**src/design/i2c_mra_pkg.sv**
```systemverilog
package i2c_mra_pkg;

  localparam int unsigned KindW     = 2;
  localparam int unsigned DevW      = 7;
  localparam int unsigned ByteW     = 8;
  localparam int unsigned WordW     = 16;
  localparam int unsigned TimerW    = 16;
  localparam int unsigned BitIdxW   = 4;
  localparam int unsigned CfgIndexW = 4;
  localparam int unsigned CfgDataW  = 16;

  // operation codes
  localparam logic OpTick  = 1'b0;
  localparam logic OpStart = 1'b1;

  // transaction kinds
  localparam logic [KindW-1:0] KindWrite    = 2'd0;
  localparam logic [KindW-1:0] KindReadByte = 2'd1;
  localparam logic [KindW-1:0] KindReadWord = 2'd2;
  localparam logic [KindW-1:0] KindReserved = 2'd3;

  // configuration register indexes
  localparam logic [CfgIndexW-1:0] CfgPhaseLength = 4'd0;
  localparam logic [CfgIndexW-1:0] CfgAbortOnNack = 4'd1;

  localparam logic [TimerW-1:0]  PhaseLengthReset = 16'd40;
  localparam logic [ByteW-1:0]   MsbMask          = 8'h80;
  localparam logic [BitIdxW-1:0] AckSlot          = 4'd8;

  typedef enum logic [9:0] {
    PhIdle   = 10'b00_0000_0001,
    PhStart1 = 10'b00_0000_0010,
    PhDevW   = 10'b00_0000_0100,
    PhRegB   = 10'b00_0000_1000,
    PhDataW  = 10'b00_0001_0000,
    PhStart2 = 10'b00_0010_0000,
    PhDevR   = 10'b00_0100_0000,
    PhRd0    = 10'b00_1000_0000,
    PhRd1    = 10'b01_0000_0000,
    PhStop   = 10'b10_0000_0000
  } phase_e;

  typedef struct packed {
    logic             scl_level;
    logic             sda_level;
    logic             busy_res;
    logic             done_res;
    logic [WordW-1:0] read_data;
    logic             nack_seen;
  } result_t;

endpackage

```
**src/design/i2c_mra_ifs.sv**
```systemverilog
interface i2c_mra_in_if;
  import i2c_mra_pkg::*;

  logic             valid;
  logic             ready;
  logic             operation;
  logic [KindW-1:0] kind;
  logic [DevW-1:0]  device_address;
  logic [ByteW-1:0] register_address;
  logic [ByteW-1:0] write_data;
  logic             sda_in;

  modport source (output valid, operation, kind, device_address, register_address,
                  write_data, sda_in, input ready);
  modport sink   (input valid, operation, kind, device_address, register_address,
                  write_data, sda_in, output ready);
endinterface

interface i2c_mra_out_if;
  import i2c_mra_pkg::*;

  logic             valid;
  logic             ready;
  logic             scl_level;
  logic             sda_level;
  logic             busy_res;
  logic             done_res;
  logic [WordW-1:0] read_data;
  logic             nack_seen;

  modport source (output valid, scl_level, sda_level, busy_res, done_res, read_data,
                  nack_seen, input ready);
  modport sink   (input valid, scl_level, sda_level, busy_res, done_res, read_data,
                  nack_seen, output ready);
endinterface

interface i2c_mra_cfg_if;
  import i2c_mra_pkg::*;

  logic                 valid;
  logic                 ready;
  logic [CfgIndexW-1:0] index;
  logic [CfgDataW-1:0]  data;

  modport source (output valid, index, data, input ready);
  modport sink   (input valid, index, data, output ready);
endinterface

```
**src/design/i2c_master_register_access.sv**
```systemverilog
// I2C master for single register access: write byte, read byte, read word.
// Channels:
//   in_i  - one transaction per item: either a timer tick (carrying the sampled
//           SDA level) or a start command (kind, device, register, write byte).
//   out_o - one result per input item: SCL/SDA line levels, busy, done on the
//           tick that completes STOP, the read word and the sticky NACK flag.
//   cfg_i - register writes: index 0 phase_length, index 1 abort_on_nack.
//           Always ready; other indexes are dropped.
// Throughput: one item per clock while the output buffer has room. Each accepted
// item steps the bus sequencer once in combinational logic; its result is then
// registered into the output buffer.
// A two-entry output buffer decouples the sides: the input stays ready while
// one result waits, and drops ready only when both entries are occupied by a
// stalled receiver. Results are held unchanged until taken.
// Reset: lines released high, sequencer idle, phase_length 40, abort off,
// output buffer empty.
module i2c_master_register_access (
  input  logic          clk_i,
  input  logic          rst_ni,
  i2c_mra_in_if.sink    in_i,
  i2c_mra_cfg_if.sink   cfg_i,
  i2c_mra_out_if.source out_o
);
  import i2c_mra_pkg::*;

  // ---------------------------------------------------------------------------
  // Configuration registers
  // ---------------------------------------------------------------------------
  logic [TimerW-1:0] phase_len_q;
  logic              abort_q;

  assign cfg_i.ready = 1'b1;

  always_ff @(posedge clk_i or negedge rst_ni) begin
    if (!rst_ni) begin
      phase_len_q <= PhaseLengthReset;
      abort_q     <= 1'b0;
    end else if (cfg_i.valid) begin
      case (cfg_i.index)
        CfgPhaseLength: phase_len_q <= cfg_i.data[TimerW-1:0];
        CfgAbortOnNack: abort_q     <= cfg_i.data[0];
        default: ;
      endcase
    end
  end

  // ---------------------------------------------------------------------------
  // Sequencer state
  // ---------------------------------------------------------------------------
  logic [TimerW-1:0]  timer_q, timer_d;
  phase_e             phase_q, phase_d;
  logic [1:0]         quarter_q, quarter_d;
  logic [BitIdxW-1:0] bit_idx_q, bit_idx_d;
  logic [ByteW-1:0]   shift_q, shift_d;
  logic [WordW-1:0]   word_q, word_d;
  logic               nack_q, nack_d;
  logic               busy_q, busy_d;
  logic               scl_q, scl_d;
  logic               sda_q, sda_d;
  logic [KindW-1:0]   kind_q, kind_d;
  logic [DevW-1:0]    dev_q, dev_d;
  logic [ByteW-1:0]   reg_q, reg_d;
  logic [ByteW-1:0]   data_q, data_d;
  logic               done;

  function automatic logic is_send(phase_e ph);
    return (ph == PhDevW) || (ph == PhRegB) || (ph == PhDataW) || (ph == PhDevR);
  endfunction

  function automatic logic is_byte(phase_e ph);
    return is_send(ph) || (ph == PhRd0) || (ph == PhRd1);
  endfunction

  // Line levels after entering a given step; returns {scl, sda}.
  function automatic logic [1:0] line_levels(phase_e ph, logic [1:0] q,
                                             logic [BitIdxW-1:0] bidx,
                                             logic [ByteW-1:0] sh,
                                             logic [KindW-1:0] knd,
                                             logic scl, logic sda);
    logic scl_n, sda_n, drv;
    scl_n = scl;
    sda_n = sda;
    if (bidx < AckSlot) begin
      drv = is_send(ph) ? ((sh & MsbMask) != '0) : 1'b1;
    end else begin
      drv = (ph == PhRd0 && knd == KindReadWord) ? 1'b0 : 1'b1;
    end
    if (ph == PhStart1 || ph == PhStart2) begin
      scl_n = (q == 2'd1) || (q == 2'd2);
      sda_n = (q <= 2'd1);
    end else if (ph == PhStop) begin
      scl_n = (q >= 2'd2);
      if (q == 2'd1 || q == 2'd2) sda_n = 1'b0;
      if (q == 2'd3) sda_n = 1'b1;
    end else if (is_byte(ph)) begin
      if (q == 2'd0) scl_n = 1'b0;
      else if (q == 2'd1) sda_n = drv;
      else if (q == 2'd2) scl_n = 1'b1;
    end
    return {scl_n, sda_n};
  endfunction

  logic [TimerW:0] tick_cnt;
  logic            stop_now;
  phase_e          next_ph;

  always_comb begin
    timer_d   = timer_q;
    phase_d   = phase_q;
    quarter_d = quarter_q;
    bit_idx_d = bit_idx_q;
    shift_d   = shift_q;
    word_d    = word_q;
    nack_d    = nack_q;
    busy_d    = busy_q;
    scl_d     = scl_q;
    sda_d     = sda_q;
    kind_d    = kind_q;
    dev_d     = dev_q;
    reg_d     = reg_q;
    data_d    = data_q;
    done      = 1'b0;
    tick_cnt  = {1'b0, timer_q} + 1'b1;
    stop_now  = 1'b0;
    next_ph   = PhStop;

    if (in_i.operation == OpStart) begin
      // Ignore commands while busy and the reserved kind
      if (!busy_q && in_i.kind != KindReserved) begin
        kind_d    = in_i.kind;
        dev_d     = in_i.device_address;
        reg_d     = in_i.register_address;
        data_d    = in_i.write_data;
        word_d    = '0;
        nack_d    = 1'b0;
        busy_d    = 1'b1;
        timer_d   = '0;
        phase_d   = PhStart1;
        quarter_d = 2'd0;
        bit_idx_d = '0;
        {scl_d, sda_d} = line_levels(PhStart1, 2'd0, '0, shift_d, kind_d, scl_d, sda_d);
      end
    end else if (busy_q) begin
      if (tick_cnt >= {1'b0, phase_len_q}) begin
        timer_d = '0;
        // Sample SDA at the end of the SCL high quarter
        if (is_byte(phase_q) && quarter_q == 2'd2) begin
          if (bit_idx_q < AckSlot && !is_send(phase_q)) begin
            shift_d = {shift_q[ByteW-2:0], in_i.sda_in};
          end else if (bit_idx_q >= AckSlot && is_send(phase_q) && in_i.sda_in) begin
            nack_d = 1'b1;
          end
        end
        if (quarter_q != 2'd3) begin
          quarter_d = quarter_q + 2'd1;
          {scl_d, sda_d} = line_levels(phase_q, quarter_d, bit_idx_q, shift_d, kind_q,
                                       scl_q, sda_q);
        end else if (is_byte(phase_q) && bit_idx_q < AckSlot) begin
          // Advance to the next bit of the byte
          if (is_send(phase_q)) shift_d = {shift_q[ByteW-2:0], 1'b0};
          bit_idx_d = bit_idx_q + 1'b1;
          quarter_d = 2'd0;
          {scl_d, sda_d} = line_levels(phase_q, 2'd0, bit_idx_d, shift_d, kind_q,
                                       scl_q, sda_q);
        end else begin
          stop_now = is_send(phase_q) && abort_q && nack_q;
          case (phase_q)
            PhStart1: next_ph = PhDevW;
            PhDevW:   next_ph = PhRegB;
            PhRegB:   next_ph = (kind_q == KindWrite) ? PhDataW : PhStart2;
            PhStart2: next_ph = PhDevR;
            PhDevR:   next_ph = PhRd0;
            PhRd0: begin
              word_d  = {word_q[WordW-1:ByteW], shift_q};
              next_ph = (kind_q == KindReadWord) ? PhRd1 : PhStop;
            end
            PhRd1: begin
              word_d  = {shift_q, word_q[ByteW-1:0]};
              next_ph = PhStop;
            end
            default:  next_ph = PhStop;
          endcase
          if (stop_now) next_ph = PhStop;
          if (phase_q == PhStop) begin
            // STOP complete: release the bus and go idle
            phase_d   = PhIdle;
            quarter_d = 2'd0;
            bit_idx_d = '0;
            busy_d    = 1'b0;
            scl_d     = 1'b1;
            sda_d     = 1'b1;
            done      = 1'b1;
          end else begin
            phase_d   = next_ph;
            quarter_d = 2'd0;
            bit_idx_d = '0;
            case (next_ph)
              PhDevW:  shift_d = {dev_q, 1'b0};
              PhDevR:  shift_d = {dev_q, 1'b1};
              PhRegB:  shift_d = reg_q;
              PhDataW: shift_d = data_q;
              PhRd0:   shift_d = '0;
              PhRd1:   shift_d = '0;
              default: ;
            endcase
            {scl_d, sda_d} = line_levels(next_ph, 2'd0, '0, shift_d, kind_q, scl_q, sda_q);
          end
        end
      end else begin
        timer_d = tick_cnt[TimerW-1:0];
      end
    end
  end

  // ---------------------------------------------------------------------------
  // Two-entry output buffer
  // ---------------------------------------------------------------------------
  logic    head_vld_q, skid_vld_q;
  result_t head_q, skid_q, res;
  logic    in_acc, out_acc;

  assign in_i.ready = !skid_vld_q;
  assign in_acc     = in_i.valid && !skid_vld_q;
  assign out_acc    = head_vld_q && out_o.ready;

  assign res = '{scl_level: scl_d, sda_level: sda_d, busy_res: busy_d, done_res: done,
                 read_data: word_d, nack_seen: nack_d};

  always_ff @(posedge clk_i or negedge rst_ni) begin
    if (!rst_ni) begin
      timer_q   <= '0;
      phase_q   <= PhIdle;
      quarter_q <= 2'd0;
      bit_idx_q <= '0;
      shift_q   <= '0;
      word_q    <= '0;
      nack_q    <= 1'b0;
      busy_q    <= 1'b0;
      scl_q     <= 1'b1;
      sda_q     <= 1'b1;
      kind_q    <= KindWrite;
      dev_q     <= '0;
      reg_q     <= '0;
      data_q    <= '0;
    end else if (in_acc) begin
      timer_q   <= timer_d;
      phase_q   <= phase_d;
      quarter_q <= quarter_d;
      bit_idx_q <= bit_idx_d;
      shift_q   <= shift_d;
      word_q    <= word_d;
      nack_q    <= nack_d;
      busy_q    <= busy_d;
      scl_q     <= scl_d;
      sda_q     <= sda_d;
      kind_q    <= kind_d;
      dev_q     <= dev_d;
      reg_q     <= reg_d;
      data_q    <= data_d;
    end
  end

  always_ff @(posedge clk_i or negedge rst_ni) begin
    if (!rst_ni) begin
      head_vld_q <= 1'b0;
      skid_vld_q <= 1'b0;
    end else begin
      if (in_acc) begin
        if (!head_vld_q || (out_acc && !skid_vld_q)) begin
          head_vld_q <= 1'b1;
        end else if (!out_acc) begin
          skid_vld_q <= 1'b1;
        end
      end else if (out_acc) begin
        head_vld_q <= skid_vld_q;
        skid_vld_q <= 1'b0;
      end
    end
  end

  always_ff @(posedge clk_i) begin
    if (in_acc) begin
      if (!head_vld_q || (out_acc && !skid_vld_q)) begin
        head_q <= res;
      end else if (!out_acc) begin
        skid_q <= res;
      end
    end else if (out_acc) begin
      head_q <= skid_q;
    end
  end

  assign out_o.valid     = head_vld_q;
  assign out_o.scl_level = head_q.scl_level;
  assign out_o.sda_level = head_q.sda_level;
  assign out_o.busy_res  = head_q.busy_res;
  assign out_o.done_res  = head_q.done_res;
  assign out_o.read_data = head_q.read_data;
  assign out_o.nack_seen = head_q.nack_seen;

endmodule
```
**src/flat_wrapper.sv**
```systemverilog
// flat-port wrapper written by rule: the top's interface ports become plain ports
module i2c_master_register_access_flat import i2c_mra_pkg::*;
  (clk_i, rst_ni, in_i_valid, in_i_operation, in_i_kind, in_i_device_address, in_i_register_address, in_i_write_data, in_i_sda_in, in_i_ready, cfg_i_valid, cfg_i_index, cfg_i_data, cfg_i_ready, out_o_valid, out_o_scl_level, out_o_sda_level, out_o_busy_res, out_o_done_res, out_o_read_data, out_o_nack_seen, out_o_ready);
  i2c_mra_in_if in_i_i ();
  i2c_mra_cfg_if cfg_i_i ();
  i2c_mra_out_if out_o_i ();
  input  logic clk_i;
  input  logic rst_ni;
  input wire logic [$bits(in_i_i.valid)-1:0] in_i_valid;
  input wire logic [$bits(in_i_i.operation)-1:0] in_i_operation;
  input wire logic [$bits(in_i_i.kind)-1:0] in_i_kind;
  input wire logic [$bits(in_i_i.device_address)-1:0] in_i_device_address;
  input wire logic [$bits(in_i_i.register_address)-1:0] in_i_register_address;
  input wire logic [$bits(in_i_i.write_data)-1:0] in_i_write_data;
  input wire logic [$bits(in_i_i.sda_in)-1:0] in_i_sda_in;
  output wire logic [$bits(in_i_i.ready)-1:0] in_i_ready;
  input wire logic [$bits(cfg_i_i.valid)-1:0] cfg_i_valid;
  input wire logic [$bits(cfg_i_i.index)-1:0] cfg_i_index;
  input wire logic [$bits(cfg_i_i.data)-1:0] cfg_i_data;
  output wire logic [$bits(cfg_i_i.ready)-1:0] cfg_i_ready;
  output wire logic [$bits(out_o_i.valid)-1:0] out_o_valid;
  output wire logic [$bits(out_o_i.scl_level)-1:0] out_o_scl_level;
  output wire logic [$bits(out_o_i.sda_level)-1:0] out_o_sda_level;
  output wire logic [$bits(out_o_i.busy_res)-1:0] out_o_busy_res;
  output wire logic [$bits(out_o_i.done_res)-1:0] out_o_done_res;
  output wire logic [$bits(out_o_i.read_data)-1:0] out_o_read_data;
  output wire logic [$bits(out_o_i.nack_seen)-1:0] out_o_nack_seen;
  input wire logic [$bits(out_o_i.ready)-1:0] out_o_ready;
  assign in_i_i.valid = in_i_valid;
  assign in_i_i.operation = in_i_operation;
  assign in_i_i.kind = in_i_kind;
  assign in_i_i.device_address = in_i_device_address;
  assign in_i_i.register_address = in_i_register_address;
  assign in_i_i.write_data = in_i_write_data;
  assign in_i_i.sda_in = in_i_sda_in;
  assign in_i_ready = in_i_i.ready;
  assign cfg_i_i.valid = cfg_i_valid;
  assign cfg_i_i.index = cfg_i_index;
  assign cfg_i_i.data = cfg_i_data;
  assign cfg_i_ready = cfg_i_i.ready;
  assign out_o_valid = out_o_i.valid;
  assign out_o_scl_level = out_o_i.scl_level;
  assign out_o_sda_level = out_o_i.sda_level;
  assign out_o_busy_res = out_o_i.busy_res;
  assign out_o_done_res = out_o_i.done_res;
  assign out_o_read_data = out_o_i.read_data;
  assign out_o_nack_seen = out_o_i.nack_seen;
  assign out_o_i.ready = out_o_ready;
  i2c_master_register_access u_core (.clk_i(clk_i), .rst_ni(rst_ni), .in_i(in_i_i), .cfg_i(cfg_i_i), .out_o(out_o_i));
endmodule
```
**config.mk**
```make
export PLATFORM = sky130hd
export DESIGN_NAME = i2c_master_register_access_flat
export DESIGN_NICKNAME = d
export VERILOG_FILES = /design/src/design/i2c_mra_pkg.sv /design/src/design/i2c_mra_ifs.sv /design/src/design/i2c_master_register_access.sv /design/src/flat_wrapper.sv
export SDC_FILE = /design/constraint.sdc
export NUM_CORES = 1
export LEC_CHECK = 0
export BUFFER_PORTS_ARGS = -buffer_cell sky130_fd_sc_hd__buf_2
export CAP_MARGIN = 0
export CELL_PAD_IN_SITES_DETAIL_PLACEMENT = 1
export CELL_PAD_IN_SITES_GLOBAL_PLACEMENT = 2
export CORE_ASPECT_RATIO = 0.8
export CORE_UTILIZATION = 39
export DETAILED_ROUTE_END_ITERATION = 7
export PLACE_DENSITY_LB_ADDON = 0.1
export SKIP_LAST_GASP = 1
export SYNTH_ARGS = -nofsm -noshare
export SYNTH_HDL_FRONTEND = slang
export SYNTH_SLANG_ARGS = --single-unit
```
**constraint.sdc**
```tcl
create_clock -name clk_i -period 4.6 [get_ports clk_i]
set_clock_uncertainty 0.15 [all_clocks]
set_input_delay 0.46 -clock clk_i [delete_from_list [all_inputs] [get_ports clk_i]]
set_output_delay 0.46 -clock clk_i [all_outputs]
set_load 0.05 [all_outputs]
```
==> results by stage <==
Outcome:
- The run finished, with violations left.
- The final reports fail on negative hold slack.

Flow run:
- The number of max-capacitance violations reported is 0.

Pwr:
- The analysis attributes to net switching a power of between 1.5 and 2 mW.
- The net switching share of the total power is 36.8%.
- The worst vdd rail ir drop is around 0.32 mV.
- The leakage power is 4.00 nW.
- Total power for the finished layout comes to 4.67 mW.
- The fraction of power consumed by sequential logic is between 40% and 50%.
- The total power divided by cell area is approximately 500 nW/µm².
- The clock network accounts for 31.2% of the total power.
- The internal power summed over all cells is 2.95 mW.
- Per report_power, the combinational group accounts for 28.7% of the total.

Floorplanning:
- The count of boundary I/O pins is 76.
- In this run the core area contains 46 standard-cell rows.
- The die covers ~21000 µm².
- The die width is roughly 160 µm.
- The height of the die is 130 µm.
- The area of the core is 20000 µm².
- The initial cell density of the core is about 40%.

Clock network:
- For the worst-skew pair, the clock arrives at the later sink with an insertion delay of 430 ps.
- The cell sitting at the root of the clock tree is a sky130_fd_sc_hd__clkbuf_16.
- TritonCTS built the clock tree.
- The longest clock path from root to sink contains 2 buffers.
- The number of buffers created by CTS is 17.
- The clock sink count is 146.
- After clock tree synthesis, the clock-pin slew on the worst setup and hold paths is around 60 ps.
- The H-tree level count is 4.

Logic synthesis:
- The number of instances in the synthesized netlist is 789.
- Yosys mapped a number of flops with a built-in enable equal to 42.
- The share of Yosys cell area claimed by the top area cell type is a little under a third.
- After Yosys synthesis, full adders, half adders and majority gates account for 3.74% of the synthesized area.
- The post-synthesis area per instance is between 10 and 15 µm².
- The XOR/XNOR share of the synthesized area is 1.86%.
- The count of unique library cells instantiated by Yosys is 78.
- After synthesis the netlist holds a flip-flop and latch count of approximately 150.
- The async set-or-reset flop fraction in the synthesized netlist is a little under three quarters.
- The most common flop cell mapped by yosys is sky130_fd_sc_hd__dfrtp_1.
- The portion of synthesized area spent on multiplexers is 6.41%.
- Yosys attributes the largest share of cell area to sky130_fd_sc_hd__dfrtp_1 31%, sky130_fd_sc_hd__edfxtp_1 16%, sky130_fd_sc_hd__mux2_2 4.9%.
- The cell area after synthesis is 8030 µm².
- After synthesis, flip-flops and latches occupy just under 50% of the total area.
- Summing the areas of all compound-gate instances in the mapped netlist gives slightly below 20% of the synthesized area.
- After synthesis, the largest family of logic cells by area is compound AO/OA/AOI/OAI gates.
- The synthesized net count is 865.
- The basic-gate share of the synthesized area counting and, or, nand and nor cells is 15.9%.
- The biggest area contributor in the post-synthesis netlist is sky130_fd_sc_hd__dfrtp_1.
- Yosys printed 0 warnings.

Placement:
- After detailed placement, the total cell area comes to just under 9000 µm².
- The number of placed instances, taps included, is 1100.
- The count of buffers from port buffering is 74.
- The weighted congestion at the end of routability-driven global placement is between 0.8 and 0.9.
- The half-perimeter wire length after detailed placement is 16.6 mm.

Setup path:
- STA classifies the critical path startpoint as a flop.
- The worst setup path endpoint is u_core.shift_q[4].
- STA classifies the critical path endpoint as a flop.
- The slowest library cell on the worst path is sky130_fd_sc_hd__o311ai_4.
- For the worst flop-to-flop path, the logic depth is 13.
- The end of the worst register-to-register path is u_core.shift_q[4].
- The critical path depth in cells is 13.
- The worst path buffer plus inverter count is 1.
- The type of the setup path with the least slack is reg2reg.
- Across all register-to-register paths, the minimum setup slack is 360 ps.
- On the critical path the largest part of the delay comes from compound AO/OA/AOI/OAI gates.
- The critical path data arrival time is around 4400 ps.
- In this run the worst setup path begins at u_core.timer_q[0].
- In this run the worst path has a maximum fanout of 9.
- STA puts the critical path data required time at 4760 ps.
- The delay of the slowest cell on the worst path is 560 ps.
- The signal on the critical path passes through ha_1, nand4_1, or2_2, inv_1, nand3_1, xnor2_1, ha_1, nand4_1, nor3_1, a211o_2, o311ai_4, nor2_1, a221o_1.
- In this run the critical register-to-register path is launched from u_core.timer_q[0].

Cells and area:
- The final cell count without fillers is between 1000 and 1500.
- The finished cells cover 9300 µm².
- The sequential cells in the finished layout cover a total of 3870 µm².
- Of the cells placed in the final design, the portion with a size suffix greater than 1 is 22.2%.
- The post-layout net count is 931.
- Fill cells in the final layout number 2228.
- The number of antenna diodes in the final layout is 0.
- The growth of design area from synthesis to finish is 15.9%.
- In the final layout, the multi-input gates occupy about 3800 µm².

Drt:
- The remaining antenna violation count is 0.
- The post-route DRC violation count is 0.
- The detailed router placed 6587 vias in this run.
- The DRC marker count from the first detailed-route iteration is about 490.
- For this block, the routed nets add up to 23.4 mm of wire.
- The number of detailed-routing iterations run before antenna repair is 5.
- Dividing the detail-routed wire length by the instance count gives 20.7 µm.
- The number of vias per cell is 5.82.

Global routing:
- The overall routing resource usage is 23.4%.
- The number of global-route vias before repair was 6749.
- The aggregate global routing overflow is 0.
- The largest net degree at the start of global routing is approximately 60.
- The initial antenna violation count came to 0.
- The first global-routing pass estimated 37.7 mm of wire.

Timing:
- The slew at the pin closest to its max-slew limit is approximately 1200 ps.
- The post-route fraction of the period consumed by the critical path is 92.2%.
- The number of pins with negative max-slew slack in the final report is 0.
- The post-layout minimum cycle time is about 4200 ps.
- Setup total negative slack on the finished layout was measured at 0 ps.
- The final count of negative-setup-slack endpoints is 0.
- Based on the critical path, the design can be clocked at up to 0.236 GHz.
- Setup repair after global routing left no endpoint under its margin.
- Headroom to the max-slew limit came out at 19.5%.
- The final-report hold violation count is 20.
- The worst hold slack is -14.5 ps.

Worst hold path:
- The path type of the worst min-delay path is in2async.
logic make-up after synthesis:
| kind of cell | count (synthesis) |
|---|---|
| compound gates | 212 |
| xor+xnor | 17 |
| fa+ha+maj | 24 |
| buf+inv | 84 |
| flops | 146 |
| mux | 47 |
| other cells | 1 |
| simple gates | 258 |
per-layer routing:
| layer | vias up | routed length [µm] | GRT usage (%) |
|---|---|---|---|
| li1 | 3074 | - | - |
| met1 | 3308 | 11400 | 32.8 |
| met2 | 189 | 10700 | 37.4 |
| met3 | 16 | 1100 | 4.20 |
| met4 | 0 | 188 | 5.94 |
| met5 | - | 0 | 0 |
layout make-up:
cell class | instances | area share (%)
Timing Repair Buffer | 92 | 5.46
Inverter | 39 | 1.57
Clock inverter | 14 | 1.92
Tap cell | 264 | 3.55
Multi-Input combinational cell | 559 | 41.3
Sequential cell | 146 | 41.6
Clock buffer | 18 | 4.61
flip-flops by register name, indices dropped and copies added (netlist names), 2 cells and up:
register and flops:
u_core.skid_q 21, u_core.out_o.read_data 16, u_core.phase_len_q 16, u_core.timer_q 16, u_core.word_q 16, u_core.phase_q 10, u_core.data_q 8, u_core.reg_q 8
u_core.shift_q 8, u_core.dev_q 7, u_core.bit_idx_q 4, u_core.kind_q 2, u_core.quarter_q 2
worst min path at each step:
stage / startpoint / endpoint / slack (ps) / depth (start not counted)
after detailed placement: u_core.reg_q[4] / u_core.reg_q[4] / 350 / 1
after global placement: u_core.data_q[3] / u_core.data_q[3] / 340 / 1
final: rst_ni / u_core.phase_q[2] / -10 / 1
after global routing: rst_ni / u_core.reg_q[0] / 40 / 1
after CTS: rst_ni / u_core.reg_q[0] / 2 / 1
after floorplan: rst_ni / u_core.abort_q / 10 / 0
placed cells by master, fill, tap and decap left out, types with 17 or more instances in the layout:
master / netlist / routed
sky130_fd_sc_hd__nand2_1: 102 / 102
sky130_fd_sc_hd__dfrtp_1: 99 / 99
sky130_fd_sc_hd__buf_2: 10 / 73
sky130_fd_sc_hd__o21ai_0: 61 / 60
sky130_fd_sc_hd__nor2_1: 42 / 42
sky130_fd_sc_hd__edfxtp_1: 42 / 42
sky130_fd_sc_hd__nand3_1: 41 / 41
sky130_fd_sc_hd__inv_1: 39 / 39
sky130_fd_sc_hd__mux2_2: 35 / 35
sky130_fd_sc_hd__ha_1: 24 / 24
sky130_fd_sc_hd__a22o_1: 21 / 21
sky130_fd_sc_hd__buf_4: 1 / 19
sky130_fd_sc_hd__a21oi_1: 18 / 18
sky130_fd_sc_hd__clkbuf_16: 0 / 17
Yosys cell counts, types with 18 or more instances:
| library cell | instances |
|---|---|
| sky130_fd_sc_hd__clkbuf_1 | 28 |
| sky130_fd_sc_hd__dfrtp_1 | 99 |
| sky130_fd_sc_hd__nand3_1 | 41 |
| sky130_fd_sc_hd__nor2_1 | 42 |
| sky130_fd_sc_hd__inv_1 | 39 |
| sky130_fd_sc_hd__o21ai_0 | 61 |
| sky130_fd_sc_hd__mux2_2 | 35 |
| sky130_fd_sc_hd__ha_1 | 24 |
| sky130_fd_sc_hd__a21oi_1 | 18 |
| sky130_fd_sc_hd__nand2_1 | 102 |
| sky130_fd_sc_hd__edfxtp_1 | 42 |
| sky130_fd_sc_hd__a22o_1 | 21 |
worst reg2reg max path, cell delays in order (launching register included):
cell	delay [ps]
sky130_fd_sc_hd__dfrtp_1	430
sky130_fd_sc_hd__ha_1	280
sky130_fd_sc_hd__nand4_1	270
sky130_fd_sc_hd__or2_2	390
sky130_fd_sc_hd__inv_1	80
sky130_fd_sc_hd__nand3_1	100
sky130_fd_sc_hd__xnor2_1	240
sky130_fd_sc_hd__ha_1	290
sky130_fd_sc_hd__nand4_1	160
sky130_fd_sc_hd__nor3_1	100
sky130_fd_sc_hd__a211o_2	420
sky130_fd_sc_hd__o311ai_4	560
sky130_fd_sc_hd__nor2_1	260
sky130_fd_sc_hd__a221o_1	410
per-stage QoR:
stage / utilization (%) / setup WS, ps
floorplan: - / 973
global placement: 43.5 / 598
detailed placement: 43.5 / 335
CTS: 46.5 / 298
global route: 46.6 / 86.1
finish: 46.6 / 359
power groups by stage:
stage,sequential (mW),clock (mW),combinational [mW]
detailed placement,1.89,0,1.34
global placement,1.86,0,1.31
global route,1.91,1.53,1.47
finish,1.87,1.46,1.34
CTS,1.87,1.48,1.35
floorplan,2.05,0,0.745
timing repair:
item	4_1_cts	5_1_grt
endpoints found under the setup margin	0	4
hold buffers	0	0
setup buffers	0	0
resized for setup	0	2
Note: power is estimated with default switching activity, not from simulation.
